===== src/rtl/core/lsd_pkg.sv =====
// Shared constants, types and helpers for the least-loaded server dispatcher.
`default_nettype none
package lsd_pkg;

    localparam int MAX_SERVERS = 16;
    localparam int IDX_W       = $clog2(MAX_SERVERS);
    localparam int CNT_W       = $clog2(MAX_SERVERS + 1);
    localparam int DATA_W      = 32;
    localparam int IN_W        = 16;
    localparam int CFG_W       = 5;
    localparam int OUT_IDX_W   = 4;

    typedef enum logic [1:0] {
        ST_IDLE,
        ST_SCAN,
        ST_DRAIN,
        ST_UPD
    } t_state;

    // one server entry: finish time and value total
    typedef struct packed {
        logic [DATA_W-1:0] fin;
        logic [DATA_W-1:0] val;
    } t_word;

    typedef struct packed {
        logic             rd_en;
        logic [IDX_W-1:0] rd_addr;
        logic             wr_en;
        logic [IDX_W-1:0] wr_addr;
        t_word            wr_data;
    } t_ram_req;

    typedef struct packed {
        logic [OUT_IDX_W-1:0] idx;
        logic [DATA_W-1:0]    fin;
        logic [DATA_W-1:0]    val;
        logic [DATA_W-1:0]    max;
    } t_result;

    // servers in use: zero reads as one, above the built maximum clamps
    function automatic logic [CNT_W-1:0] clamp_servers(input logic [CFG_W-1:0] c);
        logic [CNT_W-1:0] n;
        if (c == '0) begin
            n = CNT_W'(1);
        end else if (32'(c) > MAX_SERVERS) begin
            n = CNT_W'(MAX_SERVERS);
        end else begin
            n = CNT_W'(c);
        end
        return n;
    endfunction

    function automatic logic [DATA_W-1:0] sat_add(input logic [DATA_W-1:0] a,
                                                  input logic [IN_W-1:0]   b);
        logic [DATA_W:0] s;
        s = {1'b0, a} + (DATA_W + 1)'(b);
        return s[DATA_W] ? {DATA_W{1'b1}} : s[DATA_W-1:0];
    endfunction

endpackage
`default_nettype wire


===== src/rtl/core/lsd_ram.sv =====
// Server table memory with per-entry valid bits; unwritten entries read as zero.
`default_nettype none
module lsd_ram (
    input  wire logic             i_clk,
    input  wire logic             i_rst_n,
    input  wire lsd_pkg::t_ram_req i_req,
    output lsd_pkg::t_word        o_rdata
);
    import lsd_pkg::*;

    t_word                  r_mem [MAX_SERVERS];
    t_word                  r_rdata;
    logic [MAX_SERVERS-1:0] r_vld;
    logic                   r_rd_vld;

    always_ff @(posedge i_clk) begin
        if (i_req.wr_en) begin
            r_mem[i_req.wr_addr] <= i_req.wr_data;
        end
        if (i_req.rd_en) begin
            r_rdata <= r_mem[i_req.rd_addr];
        end
    end

    always_ff @(posedge i_clk) begin
        if (!i_rst_n) begin
            r_vld    <= '0;
            r_rd_vld <= 1'b0;
        end else begin
            if (i_req.wr_en) begin
                r_vld[i_req.wr_addr] <= 1'b1;
            end
            if (i_req.rd_en) begin
                r_rd_vld <= r_vld[i_req.rd_addr];
            end
        end
    end

    assign o_rdata = r_rd_vld ? r_rdata : '0;

endmodule
`default_nettype wire


===== src/rtl/core/lsd_engine.sv =====
// Dispatch sequencer: fill or minimum scan over the table, then read-modify-write.
`default_nettype none
module lsd_engine (
    input  wire logic                      i_clk,
    input  wire logic                      i_rst_n,
    input  wire logic [lsd_pkg::CNT_W-1:0] i_num_srv,
    input  wire logic                      i_in_valid,
    output logic                           o_in_ready,
    input  wire logic [lsd_pkg::IN_W-1:0]  i_service_time,
    input  wire logic [lsd_pkg::IN_W-1:0]  i_job_value,
    output logic                           o_res_vld,
    input  wire logic                      i_res_rdy,
    output lsd_pkg::t_result               o_res,
    output lsd_pkg::t_ram_req              o_req,
    input  wire lsd_pkg::t_word            i_rdata
);
    import lsd_pkg::*;

    t_state            r_state,   n_state;
    logic [IN_W-1:0]   r_t,       n_t;
    logic [IN_W-1:0]   r_v,       n_v;
    logic [IDX_W-1:0]  r_idx,     n_idx;
    logic [IDX_W-1:0]  r_end,     n_end;
    logic              r_cmp_vld, n_cmp_vld;
    logic [IDX_W-1:0]  r_cmp_idx, n_cmp_idx;
    logic              r_first,   n_first;
    t_word             r_best,    n_best;
    logic [IDX_W-1:0]  r_sel,     n_sel;
    logic [CNT_W-1:0]  r_jobs,    n_jobs;
    logic [DATA_W-1:0] r_max,     n_max;

    logic [CNT_W-1:0]  num_m1;
    logic [DATA_W-1:0] new_fin;
    logic [DATA_W-1:0] new_val;
    logic [DATA_W-1:0] new_max;

    assign num_m1  = i_num_srv - CNT_W'(1);
    assign new_fin = sat_add(r_best.fin, r_t);
    assign new_val = sat_add(r_best.val, r_v);
    assign new_max = (new_fin > r_max) ? new_fin : r_max;

    always_ff @(posedge i_clk) begin
        if (!i_rst_n) begin
            r_state   <= ST_IDLE;
            r_cmp_vld <= 1'b0;
            r_jobs    <= '0;
            r_max     <= '0;
        end else begin
            r_state   <= n_state;
            r_cmp_vld <= n_cmp_vld;
            r_jobs    <= n_jobs;
            r_max     <= n_max;
        end
    end

    always_ff @(posedge i_clk) begin
        r_t       <= n_t;
        r_v       <= n_v;
        r_idx     <= n_idx;
        r_end     <= n_end;
        r_cmp_idx <= n_cmp_idx;
        r_first   <= n_first;
        r_best    <= n_best;
        r_sel     <= n_sel;
    end

    always_comb begin
        n_state   = r_state;
        n_t       = r_t;
        n_v       = r_v;
        n_idx     = r_idx;
        n_end     = r_end;
        n_cmp_vld = 1'b0;
        n_cmp_idx = r_cmp_idx;
        n_first   = r_first;
        n_best    = r_best;
        n_sel     = r_sel;
        n_jobs    = r_jobs;
        n_max     = r_max;
        o_in_ready    = 1'b0;
        o_res_vld     = 1'b0;
        o_req.rd_en   = 1'b0;
        o_req.rd_addr = r_idx;
        o_req.wr_en   = 1'b0;
        o_req.wr_addr = r_sel;
        o_req.wr_data = '{fin: new_fin, val: new_val};

        // compare the word that returned from the read issued last cycle
        if (r_cmp_vld && (r_first || (i_rdata.fin < r_best.fin))) begin
            n_best  = i_rdata;
            n_sel   = r_cmp_idx;
            n_first = 1'b0;
        end

        unique case (r_state)
            ST_IDLE: begin
                o_in_ready = 1'b1;
                if (i_in_valid) begin
                    n_t     = i_service_time;
                    n_v     = i_job_value;
                    n_first = 1'b1;
                    if (r_jobs < i_num_srv) begin
                        // fill phase: the next unused server, a one-entry scan
                        n_idx  = r_jobs[IDX_W-1:0];
                        n_end  = r_jobs[IDX_W-1:0];
                        n_jobs = r_jobs + CNT_W'(1);
                    end else begin
                        n_idx = '0;
                        n_end = num_m1[IDX_W-1:0];
                    end
                    n_state = ST_SCAN;
                end
            end
            ST_SCAN: begin
                o_req.rd_en = 1'b1;
                n_cmp_vld   = 1'b1;
                n_cmp_idx   = r_idx;
                if (r_idx == r_end) begin
                    n_state = ST_DRAIN;
                end else begin
                    n_idx = r_idx + IDX_W'(1);
                end
            end
            ST_DRAIN: begin
                n_state = ST_UPD;
            end
            ST_UPD: begin
                o_res_vld = 1'b1;
                if (i_res_rdy) begin
                    o_req.wr_en = 1'b1;
                    n_max       = new_max;
                    n_state     = ST_IDLE;
                end
            end
            default: begin
                n_state = ST_IDLE;
            end
        endcase
    end

    assign o_res.idx = OUT_IDX_W'(r_sel);
    assign o_res.fin = new_fin;
    assign o_res.val = new_val;
    assign o_res.max = new_max;

endmodule
`default_nettype wire


===== src/rtl/core/least_loaded_server_dispatch.sv =====
// Top level of the least-loaded server dispatcher: config, table, sequencer, output word.
// Flow: a job scans k entries (k is 1 in the fill phase, else the servers in use), then
//   passes a drain state and an update state that waits for a free output slot.
// Jobs: one at a time, paced by the one-entry-per-cycle minimum scan over the server
//   table memory; the next job is accepted while the previous result word still
//   waits in the output register.
// Reset: synchronous, active low; the table valid bits clear at once, so no sweep.
`default_nettype none
module least_loaded_server_dispatch (
    input  wire logic                          i_clk,
    input  wire logic                          i_rst_n,
    input  wire logic                          i_cfg_valid,
    output logic                               o_cfg_ready,
    input  wire logic [lsd_pkg::CFG_W-1:0]     i_cfg_data,
    input  wire logic                          i_in_valid,
    output logic                               o_in_ready,
    input  wire logic [lsd_pkg::IN_W-1:0]      i_service_time,
    input  wire logic [lsd_pkg::IN_W-1:0]      i_job_value,
    output logic                               o_out_valid,
    input  wire logic                          i_out_ready,
    output logic [lsd_pkg::OUT_IDX_W-1:0]      o_server_index,
    output logic [lsd_pkg::DATA_W-1:0]         o_server_finish_time,
    output logic [lsd_pkg::DATA_W-1:0]         o_server_value_total,
    output logic [lsd_pkg::DATA_W-1:0]         o_max_finish_time
);
    import lsd_pkg::*;

    // num_servers register; always ready; write it only while idle, the block does not enforce this
    logic [CFG_W-1:0] r_cfg;
    logic [CNT_W-1:0] num_srv;

    t_ram_req ram_req;
    t_word    ram_rdata;
    t_result  eng_res;
    logic     eng_res_vld;
    logic     eng_res_rdy;

    // output word register, parts the sequencer from the downstream stall
    logic    r_out_vld;
    t_result r_out;

    assign o_cfg_ready = 1'b1;

    always_ff @(posedge i_clk) begin
        if (!i_rst_n) begin
            r_cfg <= CFG_W'(1);
        end else if (i_cfg_valid) begin
            r_cfg <= i_cfg_data;
        end
    end

    assign num_srv = clamp_servers(r_cfg);

    lsd_ram u_ram (
        .i_clk   (i_clk),
        .i_rst_n (i_rst_n),
        .i_req   (ram_req),
        .o_rdata (ram_rdata)
    );

    lsd_engine u_engine (
        .i_clk          (i_clk),
        .i_rst_n        (i_rst_n),
        .i_num_srv      (num_srv),
        .i_in_valid     (i_in_valid),
        .o_in_ready     (o_in_ready),
        .i_service_time (i_service_time),
        .i_job_value    (i_job_value),
        .o_res_vld      (eng_res_vld),
        .i_res_rdy      (eng_res_rdy),
        .o_res          (eng_res),
        .o_req          (ram_req),
        .i_rdata        (ram_rdata)
    );

    // the slot is free when empty or being drained this cycle
    assign eng_res_rdy = !r_out_vld || i_out_ready;

    always_ff @(posedge i_clk) begin
        if (!i_rst_n) begin
            r_out_vld <= 1'b0;
        end else if (eng_res_rdy) begin
            r_out_vld <= eng_res_vld;
        end
    end

    always_ff @(posedge i_clk) begin
        if (eng_res_rdy && eng_res_vld) begin
            r_out <= eng_res;
        end
    end

    assign o_out_valid          = r_out_vld;
    assign o_server_index       = r_out.idx;
    assign o_server_finish_time = r_out.fin;
    assign o_server_value_total = r_out.val;
    assign o_max_finish_time    = r_out.max;

    // running maximum always covers the finish time reported with it
    a_max_covers: assert property (@(posedge i_clk) disable iff (!i_rst_n)
        o_out_valid |-> (o_max_finish_time >= o_server_finish_time))
        else $error("max finish below reported finish");

    // one job at a time: the sequencer is busy right after an accept
    a_busy_after_accept: assert property (@(posedge i_clk) disable iff (!i_rst_n)
        (i_in_valid && o_in_ready) |=> !o_in_ready)
        else $error("input accepted while a job is in flight");

    // a new output word only comes from a finished job
    a_word_source: assert property (@(posedge i_clk) disable iff (!i_rst_n)
        $rose(o_out_valid) |-> $past(eng_res_vld))
        else $error("output word without a finished job");

endmodule
`default_nettype wire

===== config.mk =====
export PLATFORM = sky130hd
export DESIGN_NAME = least_loaded_server_dispatch
export DESIGN_NICKNAME = d
export VERILOG_FILES = /design/src/rtl/core/lsd_pkg.sv /design/src/rtl/core/lsd_ram.sv /design/src/rtl/core/lsd_engine.sv /design/src/rtl/core/least_loaded_server_dispatch.sv
export SDC_FILE = /design/constraint.sdc
export NUM_CORES = 2
export LEC_CHECK = 0
export BUFFER_PORTS_ARGS = -buffer_cell sky130_fd_sc_hd__buf_2
export CORE_MARGIN = 10
export CORE_UTILIZATION = 40
export DETAILED_ROUTE_END_ITERATION = 10
export PLACE_DENSITY = 0.63
export REMOVE_ABC_BUFFERS = 1
export SYNTH_ARGS = -nofsm -noshare
export SYNTH_HDL_FRONTEND = slang
export SYNTH_SLANG_ARGS = --single-unit

===== constraint.sdc =====
create_clock -name i_clk -period 20.3 [get_ports i_clk]
set_input_delay 4.06 -clock i_clk [delete_from_list [all_inputs] [get_ports i_clk]]
set_output_delay 4.06 -clock i_clk [all_outputs]
set_load 0.01 [all_outputs]

; ---- Yosys cells after proc, flatten, opt, wreduce, memory -nomap -nowiden
; Memory sizes are Yosys's and may differ from the RTL's. A register that Yosys moved wholly into a read port is not among the register bits.
; Cells that the tools add are included.
; W data, S select, Z words.
[word_totals]
ram_bits = 1024
latch_bits = 0
regBits = 276
elab_cells = 86
romBits = 0
n_memories = 1
[mem_list]
columns = name, depth, width, read_ports, rd_ports_with_merged_regs, wr, line
row1 = u_ram.r_mem, 16, 64, 1, 1, 1, lsd_ram.sv:11  ; t_word r_mem [MAX_SERVERS];
[op_classes]
n_lt_le_gt_ge = 7
n_addsub = 5
shifts = 0
multipliers = 0
n_eq_ne = 8
n_reduce_logical = 14
muxes = 29
bitwise = 1
n_div = 0
[ops]
columns = op, count
row1 = $mux W32, 3
row2 = $add A32 B16 Y33, 2
row3 = $mux W64, 1
row4 = $gt A32 B32 Y1, 1
row5 = $lt A32 B32 Y1, 1
row6 = $mux W4, 4
row7 = $or A16 B16 Y16, 1
row8 = $mux W1, 12
row9 = $lt A4 B5 Y1 const B, 2
row10 = $mux W5, 2
row11 = $reduce_and A3 Y1, 3
row12 = $pmux W2 S4, 1
row13 = $pmux W4 S2, 1
row14 = $mux W2, 3
row15 = $ne A2 B2 Y1 const B, 3
row16 = $add A5 B1 Y5 const B, 1
row17 = $gt A5 B5 Y1 const B, 1
row18 = $logic_not A5 Y1, 1
row19 = $lt A5 B5 Y1, 1
row20 = $add A4 B1 Y4 const B, 1
row21 = $bmux W1 S4, 1
row22 = $demux W1 S4, 1
row23 = $eq A2 B2 Y1 const B, 2
row24 = $eq A4 B4 Y1, 1
row25 = other kinds (10), 14

; ---- Depth between registers and ports, before layout
[depth]
depth_word = 7
mapped_depth = 20
ltp_nobuf = 17

; ---- Modules after synthesis
; From an unflattened synthesis, not the netlist that was laid out.
[unflattened]
cells_unflattened = 2826
hier_area_um2 = 55005.3
[modules_own_cells]
columns = mod, area_per_inst_um2, cells_each, n_inst
row1 = lsd_ram, 41468.5, 1627, 1
row2 = lsd_engine, 10259.8, 1069, 1
row3 = least_loaded_server_dispatch, 3276.9, 130, 1

; ---- Worst setup path before layout
; No wires, ideal clock.
[synth_path]
kind = input to register
start = in i_out_ready
end = mem u_ram.r_mem[0][0] (netlist bit) (enable)
setup_time_ps = 670
setup_slack_ps = 8506
arrival_time_ps = 11125
path_buffers = 0
stages = 4
cell_sequence = nand2b_1 nand2_1 nor2_1 nor4b_1
[synth_via]
elab_chain_cells = 5
[synth_rtl]
columns = item, line
row1 = "start, declared", least_loaded_server_dispatch.sv:20  ; input wire logic i_out_ready,
row2 = $logic_or A1 B1 Y1, least_loaded_server_dispatch.sv:77  ; assign eng_res_rdy = !r_out_vld || i_out_ready;
row3 = $mux W1, lsd_engine.sv:129  ; if (i_res_rdy) begin
row4 = $mux W1, lsd_engine.sv:95  ; unique case (r_state)
row5 = $mux W1, lsd_ram.sv:17  ; if (i_req.wr_en) begin
row6 = $mux W1 (not written as such), lsd_ram.sv:18  ; r_mem[i_req.wr_addr] <= i_req.wr_data;
row7 = "end, declared", lsd_ram.sv:11
; Every way passes these cells.

==> metrics.md <==
| Metric | Value |
|---|---|
| Placement Rows | about 140 |
| Wire length per cell after detailed routing | approximately 26 um |
| Fraction of layout cells with a size suffix above 1 | 0.258 |
| Number of DRC violations after detailed-routing iteration 0 | 2536 |
| RSZ-0062 raised after global routing | no |
| Clock sink count | 1364 |
| Vias in the first global route | ~27000 |
| Largest net degree at the start of global routing | around 150 |
| Largest incremental delay on the critical path | 0.94 ns |
| H-tree depth | 4 |
| Vias/cell | 5.51 |
| Arrival time of the worst setup path | about 7.5 ns |
| Cell accounting for the most synthesized area | edfxtp_1 |
| Largest driver fanout on the critical path | 28 |
| Proportion of synthesized flip-flops having asynchronous set or reset | 0 |
| Clock-pin slew on the worst setup and hold paths | roughly 0.060 ns |
| Worst vdd rail ir drop | 106 uV |
| Routability cong. | 0.809 |
| Total of cells resized after clock tree synthesis | 0 |
| Root buffer cell | clkbuf_16 |
| Count of maximum capacitance violations | 0 |
| Post-synth EDFFs | 1300 |
| Drt first pass iters | 5 |
| Post-CTS Repair Setup Buffers | 0 |
| Instance area after placement | about 58000 um^2 |
| Average cell area after synthesis | 19.7 um^2 |
| Worst Path Class, Setup | flip-flop to flip-flop |
| Relative max-transition margin | 0.215 |
| Slew of the pin with the lowest slew margin | ~1.2 ns |
| Number of warnings issued by yosys | 0 |
| Number of hold-slack violations in the final timing report | 0 |
| Commonest cells in the synthesized netlist | edfxtp_1 (1300), mux4_2 (325), nand2_1 (120) |
| Worst Setup Start Kind | flip-flop |
| Residual DRC count | 0 |
| Cell depth of the worst flop-to-flop path | 15 |
| Number of vias after detailed routing | around 27000 |
| Fillers | approximately 11000 |
| Gate Count Post-Synth | 2770 |
| Flip-flop and latch count after synthesis | between 1000 and 1500 |
| Most common cell in the netlist | edfxtp_1 |
| Non-Filler Cell Area, Final | roughly 62000 um^2 |
| Effective utilization at floorplan | 0.402 |
| Largest buffer count on any clock path | 3 |
| CTS buffer count | 136 |
| Total negative slack | 0 ns |
| Nature of the critical path endpoint | flip-flop |
| Crit path buf inv count | 0 |
| Proportion of synthesized chip area in sequential cells | 0.740 |
| Predominant post-synthesis flop cell | edfxtp_1 |
| Leakage power figure | 20.2 nW |
| CP max stage cell | a31o_1 |
| Crit path max-delay family | compound AO/OA/AOI/OAI gates |
| Crit. path cell count | 15 |
| Area share of the largest cell type after synthesis | 0.717 |
| Finish-stage setup viols | 0 |
| Remaining Overflow, GRT | 0 |
| Global-route wire length before repair | between 150 and 200 mm |
| Post-DP HPWL | 75.9 mm |
| Worst-Skew Late Latency | around 0.77 ns |
| Number of distinct library cells after synthesis | 82 |
| Die outline width | around 400 um |
| Critical path cell sequence | ha_1 -> fa_1 -> a211oi_1 -> o211ai_2 -> nand3_1 -> a31o_1 -> nand2_1 -> ha_1 -> and3_1 -> nand4_1 -> o21bai_1 -> o211ai_1 -> a21o_1 -> o21ai_0 -> o21ba_2 |
| Area of the mapped netlist | about 54000 um^2 |
| Final Slew Violations | 0 |
| Most area-consuming cells after synthesis | edfxtp_1 (72%), mux4_2 (13%), ha_1 (2.4%) |
| Library cell appearing most often on the critical path | ha_1 |
| Setup ws final | 13.49 ns |
| Clock tree from TritonCTS | done |
| Total power density per cell area | between 100 and 150 nW/um^2 |
| Die H | a little under 400 um |
| Core outline area | 135000 um^2 |
| Hold path cells | 0 |
| Area enclosed by the die boundary | roughly 150000 um^2 |
| Shortest clock period the worst path allows after layout | 6.81 ns |
| Number of I/O pins | 145 |
| Worst clock skew | 0.0330 ns |
| Synthesis-to-layout area growth | 13.6% |
| Total Routing Usage GR | 0.165 |
| Status | completed |
| Antenna diode count | 0 |
| Class of the tightest hold or removal check | flip-flop to flip-flop |
| CTS Hold Bufs | 0 |
| Number of antenna-violating nets in the routed design | 0 |
| Fmax | between 0.1 and 0.15 GHz |
| Final net count | ~3200 |
| Worst path required time | about 21 ns |
| Worst hold margin | 0.417 ns |
| Count of buffers from port buffering | about 140 |
| Worst-case setup slack after placement | around 13 ns |
| Post-detailed-routing wire length | approximately 130 mm |
| Number of antenna violations at the first check in global routing | 2 |
| Core occupancy in the finished layout | 0.457 |
| Fraction of the cycle the final worst path needs | 0.336 |
-- layout make-up --
cell class                      count  area (um^2)  area share
Inverter                           88          335     0.00542
Sequential cell                  1364        40300       0.652
Tap cell                         1781         2230      0.0360
Multi-Input combinational cell   1206        13500       0.218
Clock inverter                     71          643      0.0104
Timing Repair Buffer              208         1230      0.0199
Clock buffer                      167         3600      0.0583
-- worst reg2reg max path, cell delays in order (launching register included) --
cell      delay, ns
edfxtp_1       0.39
ha_1           0.26
fa_1           0.43
a211oi_1       0.45
o211ai_2       0.25
nand3_1        0.17
a31o_1         0.94
nand2_1        0.85
ha_1           0.59
and3_1         0.17
nand4_1        0.22
o21bai_1       0.23
o211ai_1       0.50
a21o_1         0.90
o21ai_0        0.17
o21ba_2        0.27
-- layout by cell type (no fill, tap or decap), types with 13 or more instances in the layout --
master,n
clkbuf_1,27
nand2_1,120
o211ai_1,13
inv_1,84
o21ai_1,13
edfxtp_1,1300
buf_2,143
clkinv_1,27
mux4_2,325
and2_1,66
mux2_2,24
mux2i_1,14
a21oi_1,84
nand4_1,20
clkinv_2,18
nor2_1,110
dfxtp_1,63
clkbuf_16,140
xnor2_1,17
nand3_1,23
nor3_1,17
ha_1,105
buf_4,63
a21o_1,18
xor2_1,22
and3_1,14
o21ai_0,37
-- final timing paths --
path / from / to / slack (ns)
setup reg to reg: u_engine.r_best[32] / u_engine.r_max[29] / 13.49
hold / removal: u_engine.r_cmp_idx[0] / u_engine.r_sel[0] / 0.42
setup / recovery: u_engine.r_best[32] / u_engine.r_max[29] / 13.49
hold reg to reg: u_engine.r_cmp_idx[0] / u_engine.r_sel[0] / 0.42
-- power by group --
group	switching, mW	leakage (nW)	internal [mW]
clock	1.03	2.07	1.38
sequential	0.0891	12.3	3.62
combinational	1.28	5.79	0.868
total	2.40	20.2	5.87
-- sequential cells by signal, indices dropped and copies added (netlist names) --
signal,count
u_ram.r_mem,1024
u_engine.r_best,64
u_ram.r_rdata,64
o_max_finish_time,32
o_server_finish_time,32
o_server_value_total,32
u_engine.r_max,32
u_engine.r_t,16
u_engine.r_v,16
u_ram.r_vld,16
r_cfg,5
u_engine.r_jobs,5
o_server_index,4
u_engine.r_cmp_idx,4
u_engine.r_end,4
u_engine.r_idx,4
u_engine.r_sel,4
u_engine.r_state,2
o_out_valid,1
u_engine.r_cmp_vld,1
u_engine.r_first,1
u_ram.r_rd_vld,1
-- stage by stage --
stage	cells	power [mW]
final	4885	8.27
after global routing	4885	8.65
after CTS	4885	8.38
after detailed placement	4647	5.96
after global placement	4647	5.93
after floorplan	2658	5.60
-- cell families after synthesis --
group	synth area share
buf+inv	0.0152
simple gates	0.0396
compound gates	0.0314
xor+xnor	0.00627
flops	0.740
fa+ha+maj	0.0251
mux	0.142
other cells	0.0000689
-- per-layer routing --
layer,vias up,global-route usage,part of all wire
met5,-,0,0
met4,0,0.0495,0.024
met1,14100,0.231,0.44
met2,909,0.262,0.48
li1,11700,-,-
met3,174,0.0318,0.062
Power figures use the tool's default switching activity.
